## src/rtl/fqrv_pkg.sv

```systemverilog
// Shared types and codes for the FIFO queue with remove-by-value.
// Used by fqrv_cell and fifo_queue_with_remove_by_value; depends on nothing.
`timescale 1ns / 1ps
`default_nettype none
package fqrv_pkg;

    localparam int DEPTH_DEFAULT      = 16;
    localparam int DATA_WIDTH_DEFAULT = 32;

    // Operation codes on the mode field
    localparam logic [2:0] MODE_PUSH   = 3'd0;
    localparam logic [2:0] MODE_LIST   = 3'd1;
    localparam logic [2:0] MODE_POP    = 3'd2;
    localparam logic [2:0] MODE_CLEAR  = 3'd3;
    localparam logic [2:0] MODE_REMOVE = 3'd4;

    // Result status codes
    localparam logic [2:0] ST_DONE     = 3'd0;
    localparam logic [2:0] ST_LISTED   = 3'd1;
    localparam logic [2:0] ST_EMPTY    = 3'd2;
    localparam logic [2:0] ST_NOTFOUND = 3'd3;
    localparam logic [2:0] ST_FULL     = 3'd4;

    // Per-cycle command broadcast to every cell
    typedef enum logic [2:0] {
        CMD_HOLD,
        CMD_PUSH,
        CMD_SHIFT,
        CMD_REMOVE,
        CMD_ROTATE
    } cell_cmd_t;

    // Control handed from the top level to one cell
    typedef struct packed {
        cell_cmd_t cmd;
        logic      at_fill;   // this cell is the first free slot
        logic      at_tail;   // this cell holds the newest value
        logic      occupied;  // this cell holds a stored value
    } cell_ctrl_t;

endpackage
`default_nettype wire

```

## src/rtl/fqrv_cell.sv

```systemverilog
// One storage cell of the shifting queue: holds a value, takes its right
// neighbor on a shift, and extends the first-match chain. Uses fqrv_pkg.
`timescale 1ns / 1ps
`default_nettype none
module fqrv_cell #(
    parameter int DATA_WIDTH = fqrv_pkg::DATA_WIDTH_DEFAULT
) (
    input  wire                        aclk,
    input  fqrv_pkg::cell_ctrl_t       ctrl,
    input  wire logic [DATA_WIDTH-1:0] value,
    input  wire logic [DATA_WIDTH-1:0] head_data,
    input  wire logic [DATA_WIDTH-1:0] right_data,
    input  wire logic                  match_in,
    output logic                       match_out,
    output logic [DATA_WIDTH-1:0]      data
);

    logic [DATA_WIDTH-1:0] data_reg;
    logic [DATA_WIDTH-1:0] data_next;
    logic                  hit;

    assign hit       = ctrl.occupied && (data_reg == value);
    assign match_out = match_in || hit;
    assign data      = data_reg;

    always_comb begin
        data_next = data_reg;
        case (ctrl.cmd)
            fqrv_pkg::CMD_PUSH: begin
                if (ctrl.at_fill) data_next = value;
            end
            fqrv_pkg::CMD_SHIFT: begin
                data_next = right_data;
            end
            fqrv_pkg::CMD_REMOVE: begin
                // close the gap from the first match onward
                if (match_out) data_next = right_data;
            end
            fqrv_pkg::CMD_ROTATE: begin
                data_next = ctrl.at_tail ? head_data : right_data;
            end
            default: begin
                data_next = data_reg;
            end
        endcase
    end

    always_ff @(posedge aclk) begin
        data_reg <= data_next;
    end

endmodule
`default_nettype wire

```

## src/rtl/fifo_queue_with_remove_by_value.sv

```systemverilog
// Top level of the FIFO queue with remove-by-value: a row of fqrv_cell
// instances plus the control sequencer. Uses fqrv_pkg and fqrv_cell.
`timescale 1ns / 1ps
`default_nettype none
// Bounded FIFO of DEPTH signed values held in a row of shifting cells; cell 0
// always holds the oldest value. Each input transfer carries a mode and a
// value: push appends (status full when DEPTH values are stored), pop returns
// the oldest, clear empties the queue, remove deletes the oldest entry equal
// to the value and closes the gap (status not found otherwise), and list
// returns every stored value oldest first with last set on the final one, or
// a single empty result. Push, pop, clear, remove and unused modes each
// produce one result transfer; list produces one result per stored element,
// one per cycle while m_ready keeps the output register free, because the row
// rotates by one cell each time cell 0 is copied to the output register; the
// input side is held off until the last listed element has been loaded. Every
// result goes through a single output register, so a new input transfer can be
// taken in the same cycle as the previous result. Values are DATA_WIDTH bits
// wide: the low DATA_WIDTH bits of s_value are stored and compared, and
// m_element is the stored value sign-extended (or truncated) to 32 bits.
module fifo_queue_with_remove_by_value #(
    parameter int DEPTH      = fqrv_pkg::DEPTH_DEFAULT,
    parameter int DATA_WIDTH = fqrv_pkg::DATA_WIDTH_DEFAULT
) (
    input  wire                aclk,
    input  wire                aresetn,
    input  wire                s_valid,
    output logic               s_ready,
    input  wire logic [2:0]    s_mode,
    input  wire logic [31:0]   s_value,
    output logic               m_valid,
    input  wire                m_ready,
    output logic [2:0]         m_status,
    output logic signed [31:0] m_element,
    output logic               m_last
);

    localparam int FW = $clog2(DEPTH + 1);

    typedef enum logic {
        S_IDLE,
        S_LIST
    } state_t;

    state_t         state_reg, state_next;
    logic [FW-1:0]  fill_reg, fill_next;
    logic [FW-1:0]  rem_reg, rem_next;     // listed elements still to load
    logic           m_valid_reg, m_valid_next;
    logic [2:0]     m_status_reg, m_status_next;
    logic [31:0]    m_element_reg, m_element_next;
    logic           m_last_reg, m_last_next;

    fqrv_pkg::cell_cmd_t   cmd;
    logic [DATA_WIDTH-1:0] in_val;
    logic [31:0]           head_elem;
    logic                  out_free;
    logic                  full;
    logic                  found;

    logic [DATA_WIDTH-1:0] cell_data [DEPTH];
    logic [DEPTH:0]        match_chain;

    // Take the low DATA_WIDTH bits of the input value, zero-filled above 32
    always_comb begin
        in_val = '0;
        for (int b = 0; b < DATA_WIDTH; b++) begin
            if (b < 32) in_val[b] = s_value[b];
        end
    end

    // Sign-extend or truncate the oldest value to the 32-bit element field
    always_comb begin
        for (int b = 0; b < 32; b++) begin
            head_elem[b] = (b < DATA_WIDTH) ? cell_data[0][b] : cell_data[0][DATA_WIDTH-1];
        end
    end

    // Row of cells; the first-match chain runs from the oldest cell onward
    assign match_chain[0] = 1'b0;

    for (genvar i = 0; i < DEPTH; i++) begin : g_cell
        fqrv_pkg::cell_ctrl_t  ctrl;
        logic [DATA_WIDTH-1:0] right;

        assign ctrl.cmd      = cmd;
        assign ctrl.at_fill  = (fill_reg == FW'(i));
        assign ctrl.at_tail  = (fill_reg == FW'(i + 1));
        assign ctrl.occupied = (FW'(i) < fill_reg);

        if (i == DEPTH - 1) begin : g_end
            assign right = cell_data[i];
        end else begin : g_mid
            assign right = cell_data[i+1];
        end

        fqrv_cell #(
            .DATA_WIDTH(DATA_WIDTH)
        ) u_cell (
            .aclk      (aclk),
            .ctrl      (ctrl),
            .value     (in_val),
            .head_data (cell_data[0]),
            .right_data(right),
            .match_in  (match_chain[i]),
            .match_out (match_chain[i+1]),
            .data      (cell_data[i])
        );
    end

    assign found    = match_chain[DEPTH];
    assign full     = (fill_reg == FW'(DEPTH));
    assign out_free = !m_valid_reg || m_ready;
    assign s_ready  = (state_reg == S_IDLE) && out_free;

    always_comb begin
        state_next     = state_reg;
        fill_next      = fill_reg;
        rem_next       = rem_reg;
        m_valid_next   = m_valid_reg && !m_ready;
        m_status_next  = m_status_reg;
        m_element_next = m_element_reg;
        m_last_next    = m_last_reg;
        cmd            = fqrv_pkg::CMD_HOLD;

        case (state_reg)
            S_IDLE: begin
                if (s_valid && s_ready) begin
                    m_valid_next   = 1'b1;
                    m_last_next    = 1'b1;
                    m_status_next  = fqrv_pkg::ST_DONE;
                    m_element_next = '0;
                    case (s_mode)
                        fqrv_pkg::MODE_PUSH: begin
                            if (full) begin
                                m_status_next = fqrv_pkg::ST_FULL;
                            end else begin
                                cmd       = fqrv_pkg::CMD_PUSH;
                                fill_next = fill_reg + FW'(1);
                            end
                        end
                        fqrv_pkg::MODE_LIST: begin
                            if (fill_reg == '0) begin
                                m_status_next = fqrv_pkg::ST_EMPTY;
                            end else begin
                                // emit the oldest and rotate the row by one
                                m_status_next  = fqrv_pkg::ST_LISTED;
                                m_element_next = head_elem;
                                m_last_next    = (fill_reg == FW'(1));
                                cmd            = fqrv_pkg::CMD_ROTATE;
                                rem_next       = fill_reg - FW'(1);
                                if (fill_reg != FW'(1)) state_next = S_LIST;
                            end
                        end
                        fqrv_pkg::MODE_POP: begin
                            if (fill_reg == '0) begin
                                m_status_next = fqrv_pkg::ST_EMPTY;
                            end else begin
                                m_element_next = head_elem;
                                cmd            = fqrv_pkg::CMD_SHIFT;
                                fill_next      = fill_reg - FW'(1);
                            end
                        end
                        fqrv_pkg::MODE_CLEAR: begin
                            fill_next = '0;
                        end
                        fqrv_pkg::MODE_REMOVE: begin
                            if (found) begin
                                cmd       = fqrv_pkg::CMD_REMOVE;
                                fill_next = fill_reg - FW'(1);
                            end else begin
                                m_status_next = fqrv_pkg::ST_NOTFOUND;
                            end
                        end
                        default: begin
                            // unused mode: leave the queue as it is
                        end
                    endcase
                end
            end
            S_LIST: begin
                // load the next element once the output register frees up
                if (out_free) begin
                    m_valid_next   = 1'b1;
                    m_status_next  = fqrv_pkg::ST_LISTED;
                    m_element_next = head_elem;
                    m_last_next    = (rem_reg == FW'(1));
                    cmd            = fqrv_pkg::CMD_ROTATE;
                    rem_next       = rem_reg - FW'(1);
                    if (rem_reg == FW'(1)) state_next = S_IDLE;
                end
            end
            default: begin
                state_next = S_IDLE;
            end
        endcase
    end

    always_ff @(posedge aclk) begin
        if (!aresetn) begin
            state_reg   <= S_IDLE;
            fill_reg    <= '0;
            rem_reg     <= '0;
            m_valid_reg <= 1'b0;
        end else begin
            state_reg   <= state_next;
            fill_reg    <= fill_next;
            rem_reg     <= rem_next;
            m_valid_reg <= m_valid_next;
        end
        m_status_reg  <= m_status_next;
        m_element_reg <= m_element_next;
        m_last_reg    <= m_last_next;
    end

    assign m_valid   = m_valid_reg;
    assign m_status  = m_status_reg;
    assign m_element = m_element_reg;
    assign m_last    = m_last_reg;

    // Fill count never exceeds the row length
    a_fill_bound: assert property (@(posedge aclk) disable iff (!aresetn)
        fill_reg <= FW'(DEPTH))
        else $error("fill count beyond depth");

    // While listing, a listed element always waits in the output register
    a_list_valid: assert property (@(posedge aclk) disable iff (!aresetn)
        (state_reg == S_LIST) |-> m_valid_reg)
        else $error("listing with an empty output register");

    // While listing, the remaining count stays inside the fill count
    a_list_rem: assert property (@(posedge aclk) disable iff (!aresetn)
        (state_reg == S_LIST) |-> (rem_reg != '0 && rem_reg < fill_reg))
        else $error("list count out of range");

    // A push into a full queue leaves the fill count unchanged
    a_full_drop: assert property (@(posedge aclk) disable iff (!aresetn)
        (s_valid && s_ready && s_mode == fqrv_pkg::MODE_PUSH && full)
            |=> $stable(fill_reg))
        else $error("push into full queue changed the fill count");

    // Listing rotates the row and never changes the fill count
    a_list_fill: assert property (@(posedge aclk) disable iff (!aresetn)
        (state_reg == S_LIST) |=> $stable(fill_reg))
        else $error("fill count changed while listing");

endmodule
`default_nettype wire
```

## config.mk

```make
export PLATFORM = sky130hd
export DESIGN_NAME = fifo_queue_with_remove_by_value
export DESIGN_NICKNAME = d
export VERILOG_FILES = /design/src/rtl/fqrv_pkg.sv /design/src/rtl/fqrv_cell.sv /design/src/rtl/fifo_queue_with_remove_by_value.sv
export SDC_FILE = /design/constraint.sdc
export NUM_CORES = 2
export LEC_CHECK = 0
export BUFFER_PORTS_ARGS = -buffer_cell sky130_fd_sc_hd__clkbuf_2
export CORE_ASPECT_RATIO = 1.2
export CORE_MARGIN = 2
export CORE_UTILIZATION = 34
export DETAILED_ROUTE_END_ITERATION = 10
export PLACE_DENSITY = 0.54
export SLEW_MARGIN = 20
export SYNTH_ARGS = -nofsm -noshare
export SYNTH_HDL_FRONTEND = slang
export SYNTH_SLANG_ARGS = --single-unit
```

## constraint.sdc

```tcl
create_clock -name aclk -period 6.7 [get_ports aclk]
set_clock_uncertainty 0.2 [all_clocks]
set_input_delay 0.67 -clock aclk [delete_from_list [all_inputs] [get_ports aclk]]
set_output_delay 0.67 -clock aclk [all_outputs]
set_load 0.02 [all_outputs]
```

==> run_summary.xml <==
<?xml version="1.0" encoding="UTF-8"?>
<metrics>
  <group name="die">
    <metric name="initial_core_util" unit="">0.342</metric>
    <metric name="die_w" unit="um">300</metric>
    <metric name="die_ar" unit="um^2">107000</metric>
    <metric name="pin_count" unit="">77</metric>
    <metric name="floorplan.die.height" unit="um">359</metric>
    <metric name="rows" unit="">130</metric>
    <metric name="core-area" unit="um^2">104000</metric>
  </group>
  <group name="clock_tree">
    <metric name="clockBufferDepth" unit="">3</metric>
    <metric name="clock_sinks" unit="">560</metric>
    <metric name="cts_hold_buffers" unit="">0</metric>
    <metric name="clkTransAtPathRegs" unit="ps">60</metric>
    <metric name="clock_latency" unit="ps">690</metric>
    <metric name="cts_buffer_count" unit="">69</metric>
    <metric name="cts_post_setup_buffers_inserted" unit="">0</metric>
    <metric name="cts_tree" unit="">built</metric>
    <metric name="ctsResizeCount" unit="">0</metric>
    <metric name="clock_tree.root_cell" unit="">clkbuf_16</metric>
    <metric name="htreeDepth" unit="">3</metric>
  </group>
  <group name="power">
    <metric name="total_leakage_power" unit="nW">12.0</metric>
    <metric name="power.ir.vdd_worst" unit="mV">0.167</metric>
    <metric name="power.total" unit="mW">9.19</metric>
    <metric name="powerDensity" unit="nW/um^2">229</metric>
  </group>
  <group name="cells_and_area">
    <metric name="largest_reg_flops" unit="">512</metric>
    <metric name="nFillCells" unit="">10300</metric>
    <metric name="register_area" unit="um^2">16700</metric>
    <metric name="nets" unit="">3536</metric>
    <metric name="final_common_cell" unit="">nand2_1</metric>
    <metric name="commonest_cells_after_routing_fill_and_taps_aside" unit="">nand2_1, edfxtp_1, nand4_1</metric>
    <metric name="area_growth_syn_to_layout" unit="%">12.4</metric>
    <metric name="final_layout_size_suffix_gt1_frac" unit="">0.129</metric>
    <metric name="multi_input_comb_area" unit="um^2">16800</metric>
  </group>
  <group name="synthesis">
    <metric name="ys_seq_elements" unit="">560</metric>
    <metric name="synth-compound-area-share" unit="">0.117</metric>
    <metric name="synth-xor-area-share" unit="">0.127</metric>
    <metric name="largest_family_of_logic_cells_by_synthesized_area" unit="">simple AND/OR/NAND/NOR gates</metric>
    <metric name="simple_gate_fraction_of_synth_area" unit="">0.202</metric>
    <metric name="synth_edf_count" unit="">548</metric>
    <metric name="synth_adder_area_share" unit="">0.00246</metric>
    <metric name="syn-instance-count" unit="">3584</metric>
    <metric name="postSynth.topFlopCell" unit="">edfxtp_1</metric>
    <metric name="muxShareOfSynthArea" unit="">0.0110</metric>
    <metric name="part_of_the_yosys_area_used_for_sequential_elements" unit="">0.468</metric>
    <metric name="ys_async_sr_fraction" unit="">0</metric>
    <metric name="postSynthAreaPerCell" unit="um^2">9.94</metric>
    <metric name="yosysWarningCount" unit="">0</metric>
    <metric name="synth_cell_type_count" unit="">68</metric>
    <metric name="syn_std_cell_area" unit="um^2">35600</metric>
    <metric name="syn-num-nets" unit="">3630</metric>
  </group>
  <group name="grt">
    <metric name="gr-usage-all-layers" unit="">0.372</metric>
    <metric name="overflow" unit="">0</metric>
    <metric name="grt_max_degree" unit="">81</metric>
    <metric name="grt_pass1_vias" unit="">30300</metric>
    <metric name="first_pass_grt_wire_length" unit="um">272000</metric>
    <metric name="grt_antenna_before_repair" unit="">21</metric>
  </group>
  <group name="detailed_routing">
    <metric name="route.detailed.wl_per_inst" unit="um">41.1</metric>
    <metric name="drcViolationCount" unit="">0</metric>
    <metric name="detail_route.iter0.violations" unit="">5660</metric>
    <metric name="via_per_inst" unit="">6.70</metric>
    <metric name="routed_wirelength" unit="um">203000</metric>
    <metric name="vias" unit="">33000</metric>
    <metric name="postRouteAntennaNets" unit="">0</metric>
    <metric name="drt-pass1-iter-count" unit="">9</metric>
  </group>
  <group name="critical_path">
    <metric name="setup.worst_path.end_class" unit="">flop</metric>
    <metric name="timing_worst_setup_path_type" unit="">input pin to flop</metric>
    <metric name="critical_path.max_fanout" unit="">20</metric>
    <metric name="worst-endpoint-required" unit="ps">6800</metric>
    <metric name="start_kind" unit="">input pin</metric>
    <metric name="r2r_setup_slack" unit="ps">1480</metric>
    <metric name="data_arrival_time_at_the_worst_slack_endpoint" unit="ps">5450</metric>
  </group>
  <group name="placement">
    <metric name="pre_cts_ws" unit="ps">1080</metric>
    <metric name="globalplace.congestion" unit="">1.12</metric>
    <metric name="buffer_ports.inserted" unit="">76</metric>
    <metric name="place.detailed.hpwl" unit="um">139000</metric>
  </group>
  <group name="timing">
    <metric name="drv_slew" unit="">0</metric>
    <metric name="worst_slew_pin_slew" unit="ps">1340</metric>
    <metric name="hold_viol_final" unit="">0</metric>
    <metric name="fin_ws" unit="ps">1350</metric>
    <metric name="period_needed" unit="ps">5350</metric>
    <metric name="setup_violations" unit="">0</metric>
    <metric name="slew-limit-headroom" unit="">0.0970</metric>
    <metric name="clock.fmax" unit="MHz">187</metric>
    <metric name="final.period_utilization" unit="">0.798</metric>
    <metric name="finalSetupTns" unit="ps">0</metric>
    <metric name="grt_setup_unrepaired" unit="">false</metric>
  </group>
  <group name="outcome">
    <metric name="status" unit="">completed</metric>
  </group>
  <group name="flow_run">
    <metric name="max_cap_violations" unit="">0</metric>
  </group>
  <group name="min_path">
    <metric name="hp-class" unit="">input pin to flop</metric>
  </group>
</metrics>
==> report_power, final <==
group,internal [mW],switching (mW)
clock network,2.18,1.66
registers,3.92,0.0297
logic,0.343,1.05
==> area by class of cell <==
cell class              count  share of cell area
diodes                      7            0.000437
inverters                  40             0.00375
repair buffers            288              0.0615
clock inverters            28             0.00684
multi-input cells        2531               0.420
flip-flops and latches    560               0.417
clock buffers              93              0.0475
well taps                1386              0.0433
==> cell usage after synthesis, types with 5 or more instances <==
master	instances	area (um^2)
inv_1	39	146
nor3_1	25	125
edfxtp_1	548	16500
and2_1	8	50.1
mux2_1	31	349
buf_1	20	75.1
xnor2_1	220	1930
nand2b_1	7	43.8
buf_6	55	619
ha_1	7	87.6
nor2_1	43	161
or3_1	34	213
o211ai_1	452	3390
a211oi_1	15	113
nand3_1	34	170
nor2b_1	36	225
clkbuf_1	216	811
a21oi_1	31	155
nor4_1	79	494
o21ai_0	44	220
nand4_1	512	3200
xor2_1	296	2590
nand2_1	590	2210
and3_1	5	31.3
dfxtp_1	12	240
buf_4	58	435
buf_2	104	521
==> worst max-delay path: stages <==
cell	delay (ps)
clkbuf_2	530
xor2_1	290
nor4_1	1160
nand3_1	170
or4_4	620
o311a_1	440
a31oi_1	640
a211oi_1	230
a21oi_4	190
buf_4	450
==> stage by stage <==
step / std cells / utilization / hold WS [ps] / area [um^2]
final: 4933 / 0.384 / 92.2 / 40100
after global routing: 4927 / 0.384 / 112 / 40000
after CTS: 4923 / 0.383 / 73.3 / 39900
after detailed placement: 4802 / 0.362 / 285 / 37800
after global placement: 4802 / 0.362 / 284 / 37700
after floorplan: 3584 / - / 258 / 35600
==> layer usage <==
| metal | track usage | vias to the layer above | share of wire |
|---|---|---|---|
| met5 | 0 | - | 0.00099 |
| met3 | 0.110 | 721 | 0.12 |
| met1 | 0.453 | 16200 | 0.36 |
| li1 | - | 13200 | - |
| met4 | 0.300 | 22 | 0.10 |
| met2 | 0.548 | 2860 | 0.42 |
==> path summary, 6_finish.rpt <==
check                                              start                                  to  cells past startpoint
worst max-delay path                         s_value[19]  g_cell[5].u_cell.data[0]$_DFFE_PP_                     10
worst min-delay path                             s_valid                  m_valid$_SDFF_PN0_                      3
worst max register to register  fill_reg[0]$_SDFFE_PN0P_  g_cell[5].u_cell.data[0]$_DFFE_PP_                     11
worst min register to register   rem_reg[1]$_SDFFE_PN0P_             rem_reg[1]$_SDFFE_PN0P_                      2
==> kinds of logic after synthesis <==
family / after synthesis
flip-flops: 560
multiplexers: 35
XOR/XNOR: 516
adder cells (fa/ha/maj): 7
AO/OA/AOI/OAI: 574
buffers and inverters: 493
AND/OR/NAND/NOR: 1399
Note: power is estimated with default switching activity, not from simulation.
